$ cat src/hdl/glyph_quad_layout_macros.svh
// Assertion macros for the glyph quad layout block.
`ifndef GLYPH_QUAD_LAYOUT_MACROS_SVH
`define GLYPH_QUAD_LAYOUT_MACROS_SVH
`ifndef SYNTHESIS
`define GLQ_ASSERT_IMP(label, ante, cons) \
    label: assert property (@(posedge clk) disable iff (!rst_n) (ante) |-> (cons)) \
        else $error("glq check failed: same-cycle implication");
`define GLQ_ASSERT_NEXT(label, ante, cons) \
    label: assert property (@(posedge clk) disable iff (!rst_n) (ante) |=> (cons)) \
        else $error("glq check failed: next-cycle implication");
`else
`define GLQ_ASSERT_IMP(label, ante, cons)
`define GLQ_ASSERT_NEXT(label, ante, cons)
`endif
`endif

$ cat src/hdl/glq_pkg.sv
// Shared types, constants and arithmetic helpers for the glyph quad layout block.
`default_nettype none
package glq_pkg;

    localparam int SCALE_W    = 24;
    localparam int PAD_W      = 16;
    localparam int UNITS_W    = 16;
    localparam int RECT_W     = 23;
    localparam int COLOUR_W   = 24;
    localparam int ATLAS_W    = 16;
    localparam int TEX_W      = 17;
    localparam int POS_W      = 24;
    localparam int CFG_IDX_W  = 3;
    localparam int CFG_DATA_W = 24;

    // product, scaled value, two-term sum, quad extent, wide pen math
    localparam int PROD_W    = 41;
    localparam int SCL_W     = 28;
    localparam int SUM_W     = 29;
    localparam int QD_W      = 30;
    localparam int WIDE_W    = 32;
    localparam int RND_SHIFT = 12;

    localparam logic signed [PROD_W-1:0] RND_HALF = 41'sd2048;
    localparam logic signed [WIDE_W-1:0] SAT_HI   = 32'sd8388607;
    localparam logic signed [WIDE_W-1:0] SAT_LO   = -32'sd8388608;

    localparam logic [CFG_IDX_W-1:0] REG_GLYPH_SCALE = 3'd0;
    localparam logic [CFG_IDX_W-1:0] REG_PAD_PIXELS  = 3'd1;
    localparam logic [CFG_IDX_W-1:0] REG_ASCENDER    = 3'd2;
    localparam logic [CFG_IDX_W-1:0] REG_DESCENDER   = 3'd3;
    localparam logic [CFG_IDX_W-1:0] REG_LINE_GAP    = 3'd4;
    localparam logic [CFG_IDX_W-1:0] REG_RECT_WIDTH  = 3'd5;
    localparam logic [CFG_IDX_W-1:0] REG_RECT_HEIGHT = 3'd6;
    localparam logic [CFG_IDX_W-1:0] REG_COLOUR      = 3'd7;

    localparam logic [SCALE_W-1:0]  SCALE_RESET  = 24'h100000;
    localparam logic [RECT_W-1:0]   RECT_RESET   = 23'h7FFFFF;
    localparam logic [COLOUR_W-1:0] COLOUR_RESET = 24'hFFFFFF;

    localparam logic REQ_GLYPH   = 1'b0;
    localparam logic REQ_NEWLINE = 1'b1;

    // vertex order BL, TL, TR, TR, BR, BL (y grows downward); bit k is vertex k
    localparam int VCNT_W = 3;
    localparam logic [VCNT_W-1:0] LAST_VERT = 3'd5;
    localparam logic [5:0] CORNER_X = 6'b011100;
    localparam logic [5:0] CORNER_Y = 6'b110001;

    localparam int Q_AW     = 1;
    localparam int Q_DEPTH  = 1 << Q_AW;
    localparam int Q_CNT_W  = Q_AW + 1;

    typedef struct packed {
        logic [SCALE_W-1:0]      glyph_scale;
        logic [PAD_W-1:0]        pad_pixels;
        logic [RECT_W-1:0]       rect_width;
        logic [RECT_W-1:0]       rect_height;
        logic [COLOUR_W-1:0]     colour_rgb;
        logic signed [SCL_W-1:0] asc_s;
        logic signed [QD_W-1:0]  line_h;
    } cfg_t;

    typedef struct packed {
        logic                    is_nl;
        logic                    start;
        logic signed [SCL_W-1:0] adv;
        logic signed [SUM_W-1:0] lx;
        logic signed [SCL_W-1:0] y1;
        logic signed [QD_W-1:0]  qw;
        logic signed [QD_W-1:0]  qh;
        logic [ATLAS_W-1:0]      au;
        logic [ATLAS_W-1:0]      av;
        logic [ATLAS_W-1:0]      aw;
        logic [ATLAS_W-1:0]      ah;
    } item_t;

    typedef struct packed {
        logic               full;
        logic               empty;
        logic [Q_CNT_W-1:0] count;
    } q_stat_t;

    typedef struct packed {
        logic halted;
        logic busy;
        logic load;
    } back_stat_t;

    // font units times scale, plus the rounding half
    function automatic logic signed [PROD_W-1:0] mul_units(
        input logic signed [UNITS_W-1:0] v,
        input logic [SCALE_W-1:0]        s
    );
        logic signed [PROD_W-1:0] a;
        logic signed [PROD_W-1:0] b;
        a = PROD_W'(v);
        b = $signed(PROD_W'(s));
        return a * b + RND_HALF;
    endfunction

    // floor shift of a rounded product down to Q.8 pixels
    function automatic logic signed [SCL_W-1:0] round_prod(
        input logic signed [PROD_W-1:0] p
    );
        return $signed(p[RND_SHIFT+SCL_W-1:RND_SHIFT]);
    endfunction

    function automatic logic signed [POS_W-1:0] sat24(
        input logic signed [WIDE_W-1:0] v
    );
        logic signed [WIDE_W-1:0] c;
        if (v > SAT_HI)
            c = SAT_HI;
        else if (v < SAT_LO)
            c = SAT_LO;
        else
            c = v;
        return $signed(c[POS_W-1:0]);
    endfunction

endpackage
`default_nettype wire

$ cat src/hdl/glq_cfg.sv
// Configuration registers and derived font metrics (scaled ascender, line height).
`default_nettype none
module glq_cfg (
    input  logic                           clk,
    input  logic                           rst_n,
    input  logic                           cfg_we,
    input  logic [glq_pkg::CFG_IDX_W-1:0]  cfg_index,
    input  logic [glq_pkg::CFG_DATA_W-1:0] cfg_data,
    output glq_pkg::cfg_t                  cfg
);
    import glq_pkg::*;

    logic [SCALE_W-1:0]        glyph_scale_reg;
    logic [PAD_W-1:0]          pad_pixels_reg;
    logic signed [UNITS_W-1:0] ascender_reg;
    logic signed [UNITS_W-1:0] descender_reg;
    logic signed [UNITS_W-1:0] line_gap_reg;
    logic [RECT_W-1:0]         rect_width_reg;
    logic [RECT_W-1:0]         rect_height_reg;
    logic [COLOUR_W-1:0]       colour_reg;

    logic signed [PROD_W-1:0]  asc_p_reg;
    logic signed [PROD_W-1:0]  desc_p_reg;
    logic signed [PROD_W-1:0]  gap_p_reg;
    logic signed [SCL_W-1:0]   asc_s_reg;
    logic signed [QD_W-1:0]    line_h_reg;

    logic signed [QD_W-1:0]    line_h_next;

    always_ff @(posedge clk or negedge rst_n)
    begin
        if (!rst_n)
        begin
            glyph_scale_reg <= SCALE_RESET;
            pad_pixels_reg  <= '0;
            ascender_reg    <= '0;
            descender_reg   <= '0;
            line_gap_reg    <= '0;
            rect_width_reg  <= RECT_RESET;
            rect_height_reg <= RECT_RESET;
            colour_reg      <= COLOUR_RESET;
        end
        else if (cfg_we)
        begin
            case (cfg_index)
                REG_GLYPH_SCALE: glyph_scale_reg <= cfg_data[SCALE_W-1:0];
                REG_PAD_PIXELS:  pad_pixels_reg  <= cfg_data[PAD_W-1:0];
                REG_ASCENDER:    ascender_reg    <= $signed(cfg_data[UNITS_W-1:0]);
                REG_DESCENDER:   descender_reg   <= $signed(cfg_data[UNITS_W-1:0]);
                REG_LINE_GAP:    line_gap_reg    <= $signed(cfg_data[UNITS_W-1:0]);
                REG_RECT_WIDTH:  rect_width_reg  <= cfg_data[RECT_W-1:0];
                REG_RECT_HEIGHT: rect_height_reg <= cfg_data[RECT_W-1:0];
                REG_COLOUR:      colour_reg      <= cfg_data[COLOUR_W-1:0];
                default:
                begin
                end
            endcase
        end
    end

    assign line_h_next = QD_W'(round_prod(asc_p_reg)) - QD_W'(round_prod(desc_p_reg))
                       + QD_W'(round_prod(gap_p_reg));

    // two stage derivation: scaled products, then scaled ascender and line height
    always_ff @(posedge clk or negedge rst_n)
    begin
        if (!rst_n)
        begin
            asc_p_reg  <= RND_HALF;
            desc_p_reg <= RND_HALF;
            gap_p_reg  <= RND_HALF;
            asc_s_reg  <= '0;
            line_h_reg <= '0;
        end
        else
        begin
            asc_p_reg  <= mul_units(ascender_reg, glyph_scale_reg);
            desc_p_reg <= mul_units(descender_reg, glyph_scale_reg);
            gap_p_reg  <= mul_units(line_gap_reg, glyph_scale_reg);
            asc_s_reg  <= round_prod(asc_p_reg);
            line_h_reg <= line_h_next;
        end
    end

    always_comb
    begin
        cfg.glyph_scale = glyph_scale_reg;
        cfg.pad_pixels  = pad_pixels_reg;
        cfg.rect_width  = rect_width_reg;
        cfg.rect_height = rect_height_reg;
        cfg.colour_rgb  = colour_reg;
        cfg.asc_s       = asc_s_reg;
        cfg.line_h      = line_h_reg;
    end

endmodule
`default_nettype wire

$ cat config.mk
export PLATFORM = sky130hd
export DESIGN_NAME = glq_cfg
export DESIGN_NICKNAME = d
export VERILOG_FILES = /design/src/hdl/glyph_quad_layout_macros.svh /design/src/hdl/glq_pkg.sv /design/src/hdl/glq_cfg.sv
export SDC_FILE = /design/constraint.sdc
export NUM_CORES = 2
export LEC_CHECK = 0
export ABC_AREA = 1
export BUFFER_PORTS_ARGS = -buffer_cell sky130_fd_sc_hd__buf_2
export CELL_PAD_IN_SITES_DETAIL_PLACEMENT = 0
export CELL_PAD_IN_SITES_GLOBAL_PLACEMENT = 1
export CORE_MARGIN = 1
export CORE_UTILIZATION = 49
export DETAILED_ROUTE_END_ITERATION = 16
export GPL_TIMING_DRIVEN = 0
export MAX_ROUTING_LAYER = met4
export PLACE_DENSITY = 0.83
export RECOVER_POWER = 25
export SLEW_MARGIN = 20
export SYNTH_ARGS = -nofsm -noshare
export SYNTH_HDL_FRONTEND = slang
export SYNTH_SLANG_ARGS = --single-unit
$ cat constraint.sdc
create_clock -name clk -period 6.05 [get_ports clk]
set_input_delay 1.21 -clock clk [delete_from_list [all_inputs] [get_ports clk]]
set_output_delay 1.21 -clock clk [all_outputs]
set_load 0.03 [all_outputs]
==> results.md <==
- Status: finished with violations
- Violated checks: max-capacitance violations, max-slew violations
- Initial Util: 0.4941
- Final worst path period need: roughly 6 ns
- Count of buffers from port buffering: around 200
- Max-slew violations: 65
- Clock Root Buffer: clkbuf_16
- HP Class: reg -> reg
- Kind of critical path: reg -> reg
- DR WL/cell: 23.90 um
- Hpwl dp: ~160000 um
- Die ar.: around 110000 um2
- Synth Area in Adders: 0.4637
- Final Setup Violations: 0
- Vias in the first global route: between 40k and 50k
- Met3 routed WL: ~24000 um
- Synth Flop Type: dfrtp_1
- Post-synthesis mux area share: 0.0004330
- Finished Core Util: 0.5509
- Async SR Flop Fraction: 1.000
- Netlist cell types: 42
- CTS sink cnt: 300
- Total congestion overflow: 0
- DR iter-0 viols: between 3k and 4k
- Hold Violations, Final: 0
- CP dominant cell by count: fa_1
- Wire length on met2: 83590 um
- Cell count after synthesis: ~6.6k
- Slowest CP cell: fa_2
- Layout area overhead: 11.51%
- Remaining antenna violation count: 0
- Core Rows: about 120
- Vias/cell: ~5.2
- Final Cycle Share: 0.9821
- Die span in x: 327.8 um
- Global-route usage over all layers: 0.3885
- CP arrival: 6.38 ns
- Post-synth EDFFs: 0
- Most frequent cells in the layout: 1960 x inv_1, 1683 x nand2_1, 933 x fa_1
- Post-synthesis simple-gate area fraction: 0.1586
- Yosys warnings: 0
- Mapped Nets: about 8k
- Synth Area in XOR/XNOR: 0.01549
- Clk_lat worst skew: around 0.56 ns
- GPL Wtd Cong: about 1.0
- Fin nets: a little over 8k
- Final WL: around 200000 um
- Core Box Area: about 110000 um2
- Share of cells above drive strength 1: 0.1127
- Synth Area in Compound Gates: 0.05317
- First-pass GRT wire length: ~290000 um
- Die Ht: between 300 and 400 um
- Clock skew: 0.01789 ns
- Routed length on met1: 80580 um
- Achievable Freq: 168.3 MHz
- Largest family of logic cells by synthesized area: adder cells
- Longest Clk Path Bufs: 3
- Unrepaired setup endpoints after global routing: true
- Sequential fraction of the synthesis area: 0.1460
- Slowest stage delay, CP: about 0.68 ns
- CTS H-tree lvls: 2
- Max-cap violations: 1
- DR DRC count: 0
- Largest register FFs: 30
- Mean area per synthesized cell: between 7 and 8 um2
- Flop and latch count out of synthesis: 300
- Clk pin slew, worst setup/hold paths: roughly 0.060 ns
- Relative slew slack: -1.263
- IO Pins: between 150 and 200
- Critical path startpoint category: register
- DR top layer: met4
- Measured slew at the worst slew-check pin: around 3.4 ns
- CTS tree: built
- Required time of the critical path: 6.49 ns
- Commonest non-fill, non-tap cell in the layout: inv_1
- CTS buffer count: 34
- CP Max Fanout: 10
- Pin count of the biggest net entering global routing: 91
- Initial antenna violation count: 6
- DRT Pass-1 Iters: 6
- Critical path capture point type: register
- Synthesized cell area: about 52000 um2
- Crit-path cells: buf_4 > nand2_1 > fa_1 > inv_1 > fa_1 > fa_1 > fa_1 > fa_1 > inv_1 > fa_2 > inv_1 > ha_4 > nand2_1 > o21ai_0 > a21boi_1 > o21a_1 > nand3_1 > nand2_1
- Via Count: between 40k and 50k
- R2R setup slack: between 0.1 and 0.15 ns
-- area by class of cell --
type / count / area, um2
diodes: 5 / 12.51
plain buffers: 243 / 2077
clock buffers: 44 / 969.7
clock inverters: 17 / 186.4
fillers: 10200 / 47270
inverters: 1964 / 7385
multi-input cells: 4092 / 36530
flip-flops and latches: 300 / 7664
well taps: 1391 / 1740
repair buffers: 245 / 1433
-- path summary, 6_finish.rpt --
check                           startpoint  cells past startpoint            endpoint
max reg2reg                ascender_reg[2]                     18       asc_p_reg[37]
min                          asc_p_reg[33]                      0       asc_s_reg[21]
min reg2reg                  asc_p_reg[33]                      0       asc_s_reg[21]
min in group asynchronous            rst_n                      1       asc_p_reg[19]
max                        ascender_reg[2]                     18       asc_p_reg[37]
max in group asynchronous            rst_n                      4  rect_width_reg[21]
-- per-stage QoR --
step                setup WS, ns   TNS, ns  std cells  hold WS, ns  cell area [um2]
floorplan                 0.3018         0       6642       0.3537            52010
global placement          -1.872   -498.65       8230       0.3634            54740
detailed placement        -1.452    -91.27       8233       0.3619            54860
CTS                    0.0009153         0       8270       0.3753            57020
global route            -0.02447  -0.05863       8300       0.3878            57990
finish                    0.1085         0       8301       0.3751            57990
-- kinds of logic after synthesis --
| logic type | Yosys count |
|---|---|
| flip-flops | 300 |
| AND/OR/NAND/NOR | 2126 |
| buffers and inverters | 2250 |
| adder cells (fa/ha/maj) | 1360 |
| XOR/XNOR | 92 |
| AO/OA/AOI/OAI | 512 |
| multiplexers | 2 |
-- repair_timing --
action,in CTS,in global routing
hold buffers,0,0
gates cloned,0,1
buffers inserted,8,36
gates resized for setup,454,345
endpoints found under the setup margin,84,66
pin swaps,0,10
-- cells in the mapped netlist (all sizes together), types with 19 or more instances --
cell type | count | area (um2)
xnor2 | 25 | 219.0
dfrtp | 229 | 5731
o21a | 21 | 157.7
clkbuf | 253 | 949.7
nor3 | 30 | 150.1
a21oi | 203 | 1016
ha | 414 | 5180
inv | 1962 | 7365
nor2 | 284 | 1071
o21ai | 233 | 1174
xor2 | 67 | 586.8
nand2 | 1701 | 6417
fa | 946 | 18940
dfstp | 71 | 1866
buf | 33 | 133.9
nand3 | 72 | 360.4
nand4 | 19 | 118.9
-- critical path, delay by kind of cell, from the launching register on --
family,cells,cell delay (ns)
fa+ha+maj,7,3.62
compound gates,3,0.74
buf+inv,4,0.56
flops,1,0.52
simple gates,4,0.36
-- metal layers --
layer  GRT usage  up-vias
met2      0.5588     2028
met4      0.1653        0
met1      0.5069    21500
met5           -        -
met3      0.1185      366
li1            -    19420
Power is not shown: default switching activity piles up to over one toggle a cycle in this logic, so the estimate is an artifact.
