## src/hdl/glyph_quad_layout_macros.svh

```systemverilog
// Assertion macros for the glyph quad layout block.
`ifndef GLYPH_QUAD_LAYOUT_MACROS_SVH
`define GLYPH_QUAD_LAYOUT_MACROS_SVH
`ifndef SYNTHESIS
`define GLQ_ASSERT_IMP(label, ante, cons) \
    label: assert property (@(posedge clk) disable iff (!rst_n) (ante) |-> (cons)) \
        else $error("glq check failed: same-cycle implication");
`define GLQ_ASSERT_NEXT(label, ante, cons) \
    label: assert property (@(posedge clk) disable iff (!rst_n) (ante) |=> (cons)) \
        else $error("glq check failed: next-cycle implication");
`else
`define GLQ_ASSERT_IMP(label, ante, cons)
`define GLQ_ASSERT_NEXT(label, ante, cons)
`endif
`endif

```

## src/hdl/glq_pkg.sv

```systemverilog
// Shared types, constants and arithmetic helpers for the glyph quad layout block.
`default_nettype none
package glq_pkg;

    localparam int SCALE_W    = 24;
    localparam int PAD_W      = 16;
    localparam int UNITS_W    = 16;
    localparam int RECT_W     = 23;
    localparam int COLOUR_W   = 24;
    localparam int ATLAS_W    = 16;
    localparam int TEX_W      = 17;
    localparam int POS_W      = 24;
    localparam int CFG_IDX_W  = 3;
    localparam int CFG_DATA_W = 24;

    // product, scaled value, two-term sum, quad extent, wide pen math
    localparam int PROD_W    = 41;
    localparam int SCL_W     = 28;
    localparam int SUM_W     = 29;
    localparam int QD_W      = 30;
    localparam int WIDE_W    = 32;
    localparam int RND_SHIFT = 12;

    localparam logic signed [PROD_W-1:0] RND_HALF = 41'sd2048;
    localparam logic signed [WIDE_W-1:0] SAT_HI   = 32'sd8388607;
    localparam logic signed [WIDE_W-1:0] SAT_LO   = -32'sd8388608;

    localparam logic [CFG_IDX_W-1:0] REG_GLYPH_SCALE = 3'd0;
    localparam logic [CFG_IDX_W-1:0] REG_PAD_PIXELS  = 3'd1;
    localparam logic [CFG_IDX_W-1:0] REG_ASCENDER    = 3'd2;
    localparam logic [CFG_IDX_W-1:0] REG_DESCENDER   = 3'd3;
    localparam logic [CFG_IDX_W-1:0] REG_LINE_GAP    = 3'd4;
    localparam logic [CFG_IDX_W-1:0] REG_RECT_WIDTH  = 3'd5;
    localparam logic [CFG_IDX_W-1:0] REG_RECT_HEIGHT = 3'd6;
    localparam logic [CFG_IDX_W-1:0] REG_COLOUR      = 3'd7;

    localparam logic [SCALE_W-1:0]  SCALE_RESET  = 24'h100000;
    localparam logic [RECT_W-1:0]   RECT_RESET   = 23'h7FFFFF;
    localparam logic [COLOUR_W-1:0] COLOUR_RESET = 24'hFFFFFF;

    localparam logic REQ_GLYPH   = 1'b0;
    localparam logic REQ_NEWLINE = 1'b1;

    // vertex order BL, TL, TR, TR, BR, BL (y grows downward); bit k is vertex k
    localparam int VCNT_W = 3;
    localparam logic [VCNT_W-1:0] LAST_VERT = 3'd5;
    localparam logic [5:0] CORNER_X = 6'b011100;
    localparam logic [5:0] CORNER_Y = 6'b110001;

    localparam int Q_AW     = 1;
    localparam int Q_DEPTH  = 1 << Q_AW;
    localparam int Q_CNT_W  = Q_AW + 1;

    typedef struct packed {
        logic [SCALE_W-1:0]      glyph_scale;
        logic [PAD_W-1:0]        pad_pixels;
        logic [RECT_W-1:0]       rect_width;
        logic [RECT_W-1:0]       rect_height;
        logic [COLOUR_W-1:0]     colour_rgb;
        logic signed [SCL_W-1:0] asc_s;
        logic signed [QD_W-1:0]  line_h;
    } cfg_t;

    typedef struct packed {
        logic                    is_nl;
        logic                    start;
        logic signed [SCL_W-1:0] adv;
        logic signed [SUM_W-1:0] lx;
        logic signed [SCL_W-1:0] y1;
        logic signed [QD_W-1:0]  qw;
        logic signed [QD_W-1:0]  qh;
        logic [ATLAS_W-1:0]      au;
        logic [ATLAS_W-1:0]      av;
        logic [ATLAS_W-1:0]      aw;
        logic [ATLAS_W-1:0]      ah;
    } item_t;

    typedef struct packed {
        logic               full;
        logic               empty;
        logic [Q_CNT_W-1:0] count;
    } q_stat_t;

    typedef struct packed {
        logic halted;
        logic busy;
        logic load;
    } back_stat_t;

    // font units times scale, plus the rounding half
    function automatic logic signed [PROD_W-1:0] mul_units(
        input logic signed [UNITS_W-1:0] v,
        input logic [SCALE_W-1:0]        s
    );
        logic signed [PROD_W-1:0] a;
        logic signed [PROD_W-1:0] b;
        a = PROD_W'(v);
        b = $signed(PROD_W'(s));
        return a * b + RND_HALF;
    endfunction

    // floor shift of a rounded product down to Q.8 pixels
    function automatic logic signed [SCL_W-1:0] round_prod(
        input logic signed [PROD_W-1:0] p
    );
        return $signed(p[RND_SHIFT+SCL_W-1:RND_SHIFT]);
    endfunction

    function automatic logic signed [POS_W-1:0] sat24(
        input logic signed [WIDE_W-1:0] v
    );
        logic signed [WIDE_W-1:0] c;
        if (v > SAT_HI)
            c = SAT_HI;
        else if (v < SAT_LO)
            c = SAT_LO;
        else
            c = v;
        return $signed(c[POS_W-1:0]);
    endfunction

endpackage
`default_nettype wire

```

## src/hdl/glq_queue.sv

```systemverilog
// Short queue of classified items between the front and back ends.
`default_nettype none
module glq_queue (
    input  logic              clk,
    input  logic              rst_n,
    input  logic              push,
    input  glq_pkg::item_t    push_item,
    input  logic              pop,
    output glq_pkg::item_t    head_item,
    output glq_pkg::q_stat_t  stat
);
    import glq_pkg::*;

    item_t              entry_reg [Q_DEPTH];
    logic [Q_AW-1:0]    wr_ptr_reg;
    logic [Q_AW-1:0]    rd_ptr_reg;
    logic [Q_CNT_W-1:0] count_reg;
    logic [Q_CNT_W-1:0] count_next;

    always_comb
    begin
        case ({push, pop})
            2'b10:   count_next = count_reg + Q_CNT_W'(1);
            2'b01:   count_next = count_reg - Q_CNT_W'(1);
            default: count_next = count_reg;
        endcase
    end

    always_ff @(posedge clk or negedge rst_n)
    begin
        if (!rst_n)
        begin
            wr_ptr_reg <= '0;
            rd_ptr_reg <= '0;
            count_reg  <= '0;
        end
        else
        begin
            if (push)
                wr_ptr_reg <= wr_ptr_reg + Q_AW'(1);
            if (pop)
                rd_ptr_reg <= rd_ptr_reg + Q_AW'(1);
            count_reg <= count_next;
        end
    end

    always_ff @(posedge clk)
    begin
        if (push)
            entry_reg[wr_ptr_reg] <= push_item;
    end

    assign head_item  = entry_reg[rd_ptr_reg];
    assign stat.full  = (count_reg == Q_CNT_W'(Q_DEPTH));
    assign stat.empty = (count_reg == '0);
    assign stat.count = count_reg;

endmodule
`default_nettype wire

```

## config.mk

```make
export PLATFORM = sky130hd
export DESIGN_NAME = glq_queue
export DESIGN_NICKNAME = d
export VERILOG_FILES = /design/src/hdl/glyph_quad_layout_macros.svh /design/src/hdl/glq_pkg.sv /design/src/hdl/glq_queue.sv
export SDC_FILE = /design/constraint.sdc
export NUM_CORES = 1
export LEC_CHECK = 0
export ABC_CLOCK_PERIOD_IN_PS = 16200
export BUFFER_PORTS_ARGS = -buffer_cell sky130_fd_sc_hd__buf_2
export CAP_MARGIN = 30
export CORE_MARGIN = 2
export CORE_UTILIZATION = 49
export DETAILED_ROUTE_END_ITERATION = 7
export PLACE_DENSITY = 0.75
export SLEW_MARGIN = 15
export SYNTH_ARGS = -nofsm -noshare
export SYNTH_HDL_FRONTEND = slang
export SYNTH_SLANG_ARGS = --single-unit
export TNS_END_PERCENT = 1
```

## constraint.sdc

```tcl
create_clock -name clk -period 16.2 [get_ports clk]
set_input_delay 0.81 -clock clk [delete_from_list [all_inputs] [get_ports clk]]
set_output_delay 0.81 -clock clk [all_outputs]
set_load 0.005 [all_outputs]
```

==> results of run 1 <==
-- final cells by class --
cell class | count | area, um^2
clock buffers | 59 | 1210
diodes | 12 | 30.0
fillers | 2306 | 12300
repair buffers | 443 | 2360
multi-input cells | 222 | 3140
flip-flops and latches | 426 | 12800
inverters | 1 | 3.75
well taps | 442 | 553
clock inverters | 21 | 204
-- logic make-up after synthesis --
group | Yosys count
DFF | 426
muxes | 211
buffers and inverters | 25
xor gates and xnor gates | 5
and+or+nand+nor | 5
adders and majority gates | 1
-- routing by layer --
metal / global-route usage / vias up / routed length [um]
li1: - / 3639 / -
met1: 0.211 / 3905 / 12200
met2: 0.313 / 351 / 16600
met3: 0.0609 / 73 / 3210
met4: 0.0781 / 8 / 1000
met5: 0 / - / 53
-- cell usage in the layout, fill, tap and decap left out --
cell type     n
buf_2       429
edfxtp_1    422
mux2_4      180
clkbuf_16    45
mux2_2       31
diode_2      12
clkbuf_1     11
clkinv_1      8
buf_4         8
clkinv_2      6
buf_16        5
bufinv_16     4
xor2_1        3
clkbuf_8      3
dfrtp_1       3
nor2_1        2
xnor2_1       2
clkinvlp_4    2
inv_1         1
nor2b_1       1
and2_4        1
nor2_4        1
ha_1          1
clkinv_4      1
buf_12        1
dfrtp_4       1
-- worst max path at each step --
stage | endpoint | slack, ns | startpoint | cells after the start
detailed placement | head_item[123] | 12.39 | rd_ptr_reg | 5
floorplan | entry_reg[0][0] | 5.87 | push | 2
global route | head_item[104] | 11.89 | rd_ptr_reg | 6
finish | head_item[104] | 12.04 | rd_ptr_reg | 6
CTS | head_item[104] | 11.83 | rd_ptr_reg | 5
global placement | head_item[96] | 12.20 | rd_ptr_reg | 4
-- where the power goes --
part           switching (uW)  leakage, uW  internal [uW]
clock                     390     0.000686            586
combinational             458      0.00344            560
sequential               78.5      0.00401           1460
total                     926      0.00814           2610
-- stage by stage --
stage                     setup slack, ns  cell area (um^2)  instances  hold WS (ns)   util
after floorplan                      5.87             16300        673         0.453      -
after global placement              12.20             18700       1528         0.520  0.573
after detailed placement            12.39             18800       1532         0.547  0.576
after CTS                           11.83             20200       1612        0.0716  0.619
after global routing                11.89             20300       1620        0.0784  0.621
final                               12.04             20300       1626        0.0854  0.622
-- worst max-delay path, delay by kind of cell (launching register included) --
kind | cells | cell delay [ns]
buffers and inverters | 5 | 1.62
flip-flops | 1 | 0.79
multiplexers | 1 | 0.34
==> results.sh, run 1 <==
export IMPL_drive_gt1_frac=0.613
export IMPL_cts_max_level=2
export IMPL_die_h_um=186
export IMPL_cp_slowest_cell="dfrtp_4"
export IMPL_grt_max_degree=77
export IMPL_ys_ff_latch=426
export IMPL_rrSetupSlack_ns=13.21
export IMPL_final_nets=1354
export IMPL_yosys_area_share_adder=0.000770
export IMPL_placementRows=66
export IMPL_drt_wirelength_per_cell_um=20.3
export IMPL_io_buffers=429
export IMPL_r2r_cells=3
export IMPL_hpwlAfterDp_um=23100
export IMPL_total_power_uw=3540
export IMPL_synth_avg_cell_area_um2=24.2
export IMPL_hold_viol=0
export IMPL_cts_root_buf="clkbuf_16"
export IMPL_synth_fp_nets=889
export IMPL_start_kind="register"
export IMPL_core_um2=32600
export IMPL_synth_area_top_cells="edfxtp_1, mux2_4, mux2_2, buf_12, buf_6"
export IMPL_ir_worst_vdd_mv=0.119
export IMPL_path_max_fanout=42
export IMPL_synth_top_area_frac=0.780
export IMPL_setup_violations=0
export IMPL_vias=7976
export IMPL_status="complete, no violations"
export IMPL_power_leakage_uw=0.00814
export IMPL_drt_iter0_drc=495
export IMPL_start_util=0.498
export IMPL_clockBufferDepth=3
export IMPL_gr_total_overflow=0
export IMPL_crit_arrival_ns=3.35
export IMPL_synthSimpleGateAreaFrac=0.00146
export IMPL_slew_headroom=0.388
export IMPL_path_cells="buf_4 > buf_16 > buf_4 > buf_16 > mux2_4 > buf_2"
export IMPL_largest_reg_flops=422
export IMPL_drc=0
export IMPL_rsz0062_at_grt="false"
export IMPL_synth_largest_area_cell="edfxtp_1"
export IMPL_ys_seq_area_frac=0.786
export IMPL_synth_cells=673
export IMPL_synth_xor_area_share=0.00269
export IMPL_post_synth_top_count_cell="edfxtp_1"
export IMPL_place_gp_congestion=0.826
export IMPL_cts_sink_count=426
export IMPL_critPathMaxStageDelay_ns=0.79
export IMPL_ant_nets=0
export IMPL_ctsHoldBuffers=0
export IMPL_slew_violations=0
export IMPL_fin_crit_sh=0.257
export IMPL_ys_warn_count=0
export IMPL_min_period_ns=4.16
export IMPL_synthTopCellsByCount="edfxtp_1, mux2_4, mux2_2"
export IMPL_max_freq_mhz=240
export IMPL_synth_top_family_by_area="multiplexers"
export IMPL_grt_pass1_wl_um=47000
export IMPL_clkTransAtPathRegs_ns=0.06
export IMPL_post_cts_buffers=0
export IMPL_clock_latency_ns=0.52
export IMPL_syn_cell_area_um2=16300
export IMPL_dominantRegCellSynth="edfxtp_1"
export IMPL_grt_pass1_vias=8189
export IMPL_tns_ns=0
export IMPL_fin_skew_ns=0.0143
export IMPL_cap_viol_max_count=0
export IMPL_antenna_found_initial=14
export IMPL_wl_um=33000
export IMPL_power_per_cell_area_nw_per_um2=174
export IMPL_synth_compound_area_share=0
export IMPL_cts_made_buffers=44
export IMPL_die_x_um=186
export IMPL_dieArea_um2=34600
export IMPL_grt_usage=0.183
export IMPL_criticalPathCategory="register to output pin"
export IMPL_rr_endpoint="entry_reg[0][60]"
export IMPL_hp_class="input port to asynchronous set/reset pin"
export IMPL_synth_edf_count=422
export IMPL_crit_path_end_kind="output pin"
export IMPL_tritoncts="yes"
export IMPL_drt_vias_per_instance=4.91
export IMPL_area_growth_syn_to_layout_pct=24.8
export IMPL_tightest_slew_ns=0.917
export IMPL_ioPinCount=430
export IMPL_synth_mux_area_frac=0.188
export IMPL_yosysUniqueCellTypes=14
export IMPL_required_ns=15.39
export IMPL_ys_async_sr_fraction=0.00939
export IMPL_r2r_start="wr_ptr_reg"
export IMPL_firstDrtPassIters=5
export IMPL_cts_resized=0
(Power assumes the default switching activity.)
==> run 2: changes to the inputs <==
--- a/config.mk
+++ b/config.mk
@@ -5,7 +5,8 @@
 export SDC_FILE = /design/constraint.sdc
 export NUM_CORES = 1
 export LEC_CHECK = 0
-export ABC_CLOCK_PERIOD_IN_PS = 16200
+export ABC_AREA = 1
+export ABC_CLOCK_PERIOD_IN_PS = 4400
 export BUFFER_PORTS_ARGS = -buffer_cell sky130_fd_sc_hd__buf_2
 export CAP_MARGIN = 30
 export CORE_MARGIN = 2
==> constraint.sdc (replaced) <==
create_clock -name clk -period 4.4 [get_ports clk]
set_input_delay 0.22 -clock clk [delete_from_list [all_inputs] [get_ports clk]]
set_output_delay 0.22 -clock clk [all_outputs]
set_load 0.005 [all_outputs]
==> results.sh, run 2 <==
export IMPL_power_leakage_uw=0.00933
export IMPL_ant_nets=0
export IMPL_ys_warn_count=0
export IMPL_hp_class="input port to asynchronous set/reset pin"
export IMPL_tightest_slew_ns=0.996
export IMPL_clock_latency_ns=0.53
export IMPL_area_growth_syn_to_layout_pct=37.2
export IMPL_slew_violations=0
export IMPL_fin_cells=2263
export IMPL_yosysUniqueCellTypes=16
export IMPL_crit_arrival_ns=2.34
export IMPL_synth_largest_area_cell="edfxtp_1"
export IMPL_synth_top_area_frac=0.794
export IMPL_ys_async_sr_fraction=0.00939
export IMPL_io_buffers=429
export IMPL_ys_ff_latch=426
export IMPL_clockBufferDepth=3
export IMPL_status="complete, no violations"
export IMPL_wl_um=40600
export IMPL_clkTransAtPathRegs_ns=0.07
export IMPL_cts_sink_count=426
export IMPL_ir_worst_vdd_mv=0.529
export IMPL_max_freq_mhz=390
export IMPL_setup_violations=0
export IMPL_synth_edf_count=422
export IMPL_syn_cell_area_um2=16000
export IMPL_crit_path_end_kind="output pin"
export IMPL_dominantRegCellSynth="edfxtp_1"
export IMPL_ioPinCount=430
export IMPL_hpwlAfterDp_um=22300
export IMPL_placed_cells=1964
export IMPL_fin_crit_sh=0.583
export IMPL_antenna_found_initial=7
export IMPL_start_kind="register"
export IMPL_tritoncts="yes"
export IMPL_placementRows=66
export IMPL_die_x_um=184
export IMPL_min_period_ns=2.56
export IMPL_cts_resized=0
export IMPL_grt_pass1_wl_um=60100
export IMPL_final_common_cell="buf_2"
export IMPL_final_nets=1999
export IMPL_synth_area_top_cells="edfxtp_1, inv_1, nand2_1, o21ai_1, o21ai_0"
export IMPL_most_common_layout_cells="buf_2, edfxtp_1, inv_1, nand2_1, dlygate4sd3_1"
export IMPL_die_h_um=184
export IMPL_cts_made_buffers=43
export IMPL_rsz0062_at_grt="false"
export IMPL_firstDrtPassIters=5
export IMPL_cts_root_buf="clkbuf_16"
export IMPL_power_per_cell_area_nw_per_um2=582
export IMPL_vias=11000
export IMPL_drt_iter0_drc=758
export IMPL_synth_fp_nets=1342
export IMPL_hold_viol=0
export IMPL_cap_viol_max_count=0
export IMPL_ys_seq_area_frac=0.800
export IMPL_fin_skew_ns=0.0155
export IMPL_post_synth_top_count_cell="edfxtp_1"
export IMPL_grt_pass1_vias=11500
export IMPL_path_max_fanout=56
export IMPL_core_um2=32300
export IMPL_place_gp_congestion=0.776
export IMPL_dieArea_um2=34000
export IMPL_cts_max_level=2
export IMPL_grt_max_degree=133
export IMPL_start_util=0.494
export IMPL_criticalPathCategory="register to output pin"
export IMPL_drive_gt1_frac=0.281
export IMPL_hold_ws_ns=0.0398
export IMPL_synthTopCellsByCount="edfxtp_1, inv_1, nand2_1"
export IMPL_slew_headroom=0.336
export IMPL_synth_avg_cell_area_um2=14.2
export IMPL_drc=0
export IMPL_grt_usage=0.230
export IMPL_gr_total_overflow=0
export IMPL_drt_wirelength_per_cell_um=17.9
export IMPL_drt_vias_per_instance=4.86
export IMPL_synth_cells=1126
export IMPL_largest_reg_flops=422
export IMPL_required_ns=4.18
-- run 2: cell types whose count changed in the layout (fill, tap and decap cells not counted), moves of 3 or more --
cell	previous run	this run
buf_16	5	2
diode_2	12	6
mux2_2	31	0
inv_1	1	216
clkinv_2	6	13
dlygate4sd3_1	0	214
clkbuf_8	3	0
nand2_1	0	216
o21ai_0	0	91
buf_12	1	4
mux2_4	180	0
clkbuf_1	11	7
o21ai_1	0	120
-- run 2: report_power, final --
part | total, uW | internal, uW | leakage (uW) | switching [uW]
combinational | 3710 | 1390 | 0.00468 | 2320
sequential | 5660 | 5390 | 0.00401 | 271
clock | 3380 | 1910 | 0.000639 | 1470
-- run 2: final cells by class --
| class | instances | area (um^2) |
|---|---|---|
| clock buffer | 50 | 1100 |
| multi-input combinational | 436 | 1940 |
| clock inverter | 27 | 188 |
| fill | 2032 | 10400 |
| antenna | 6 | 15.0 |
| timing repair buffer | 659 | 4500 |
| sequential | 426 | 12800 |
| tap | 442 | 553 |
| inverter | 217 | 822 |
-- run 2: through the flow --
step | setup slack, ns | utilization | setup TNS [ns] | power (uW) | cell area, um^2
finish | 1.84 | 0.678 | 0 | 12700 | 21900
global route | 1.66 | 0.678 | 0 | 13400 | 21900
CTS | 1.65 | 0.676 | 0 | 12600 | 21800
detailed placement | 2.21 | 0.570 | 0 | 9100 | 18400
global placement | 2.22 | 0.569 | 0 | 8980 | 18400
floorplan | -0.698 | - | -147.32 | 7750 | 16000
-- run 2: logic make-up (layout without fill, tap and decap cells) --
group                    Yosys count  count (layout)  share of synthesized area
flip-flops                       426             426                      0.800
other                              0               6                          0
adder cells (fa/ha/maj)            1               1                   0.000784
AO/OA/AOI/OAI                    211             211                     0.0662
XOR/XNOR                           3               3                    0.00165
buffers and inverters            264             953                     0.0789
AND/OR/NAND/NOR                  221             221                     0.0522
-- run 2: critical path, cell delays in order (launching register included) --
cell     delay [ns]
dfrtp_4        0.77
buf_12         0.30
buf_4          0.31
nand2_1        0.08
o21ai_0        0.13
buf_2          0.17
-- run 2: routing by layer --
layer / wire, um / track usage
met1: 14100 / 0.251
met2: 21200 / 0.418
met5: 13 / 0
met3: 4050 / 0.0737
met4: 1210 / 0.0854
-- run 2: path summary, 6_finish.rpt --
kind,start,endpoint,slack (ns),cells past startpoint
min reg2reg,count_reg[1],count_reg[1],0.55,2
min in group clk,push_item[35],entry_reg[0][35],0.42,2
max in group asynchronous,rst_n,rd_ptr_reg,4.20,2
max reg2reg,wr_ptr_reg,entry_reg[1][36],2.19,4
max,rd_ptr_reg,head_item[113],1.84,5
min,rst_n,wr_ptr_reg,0.04,2
-- run 2: repair_timing --
action	in CTS	in global routing
buffers inserted	0	0
hold buffers	214	0
endpoints found under the hold margin	428	0
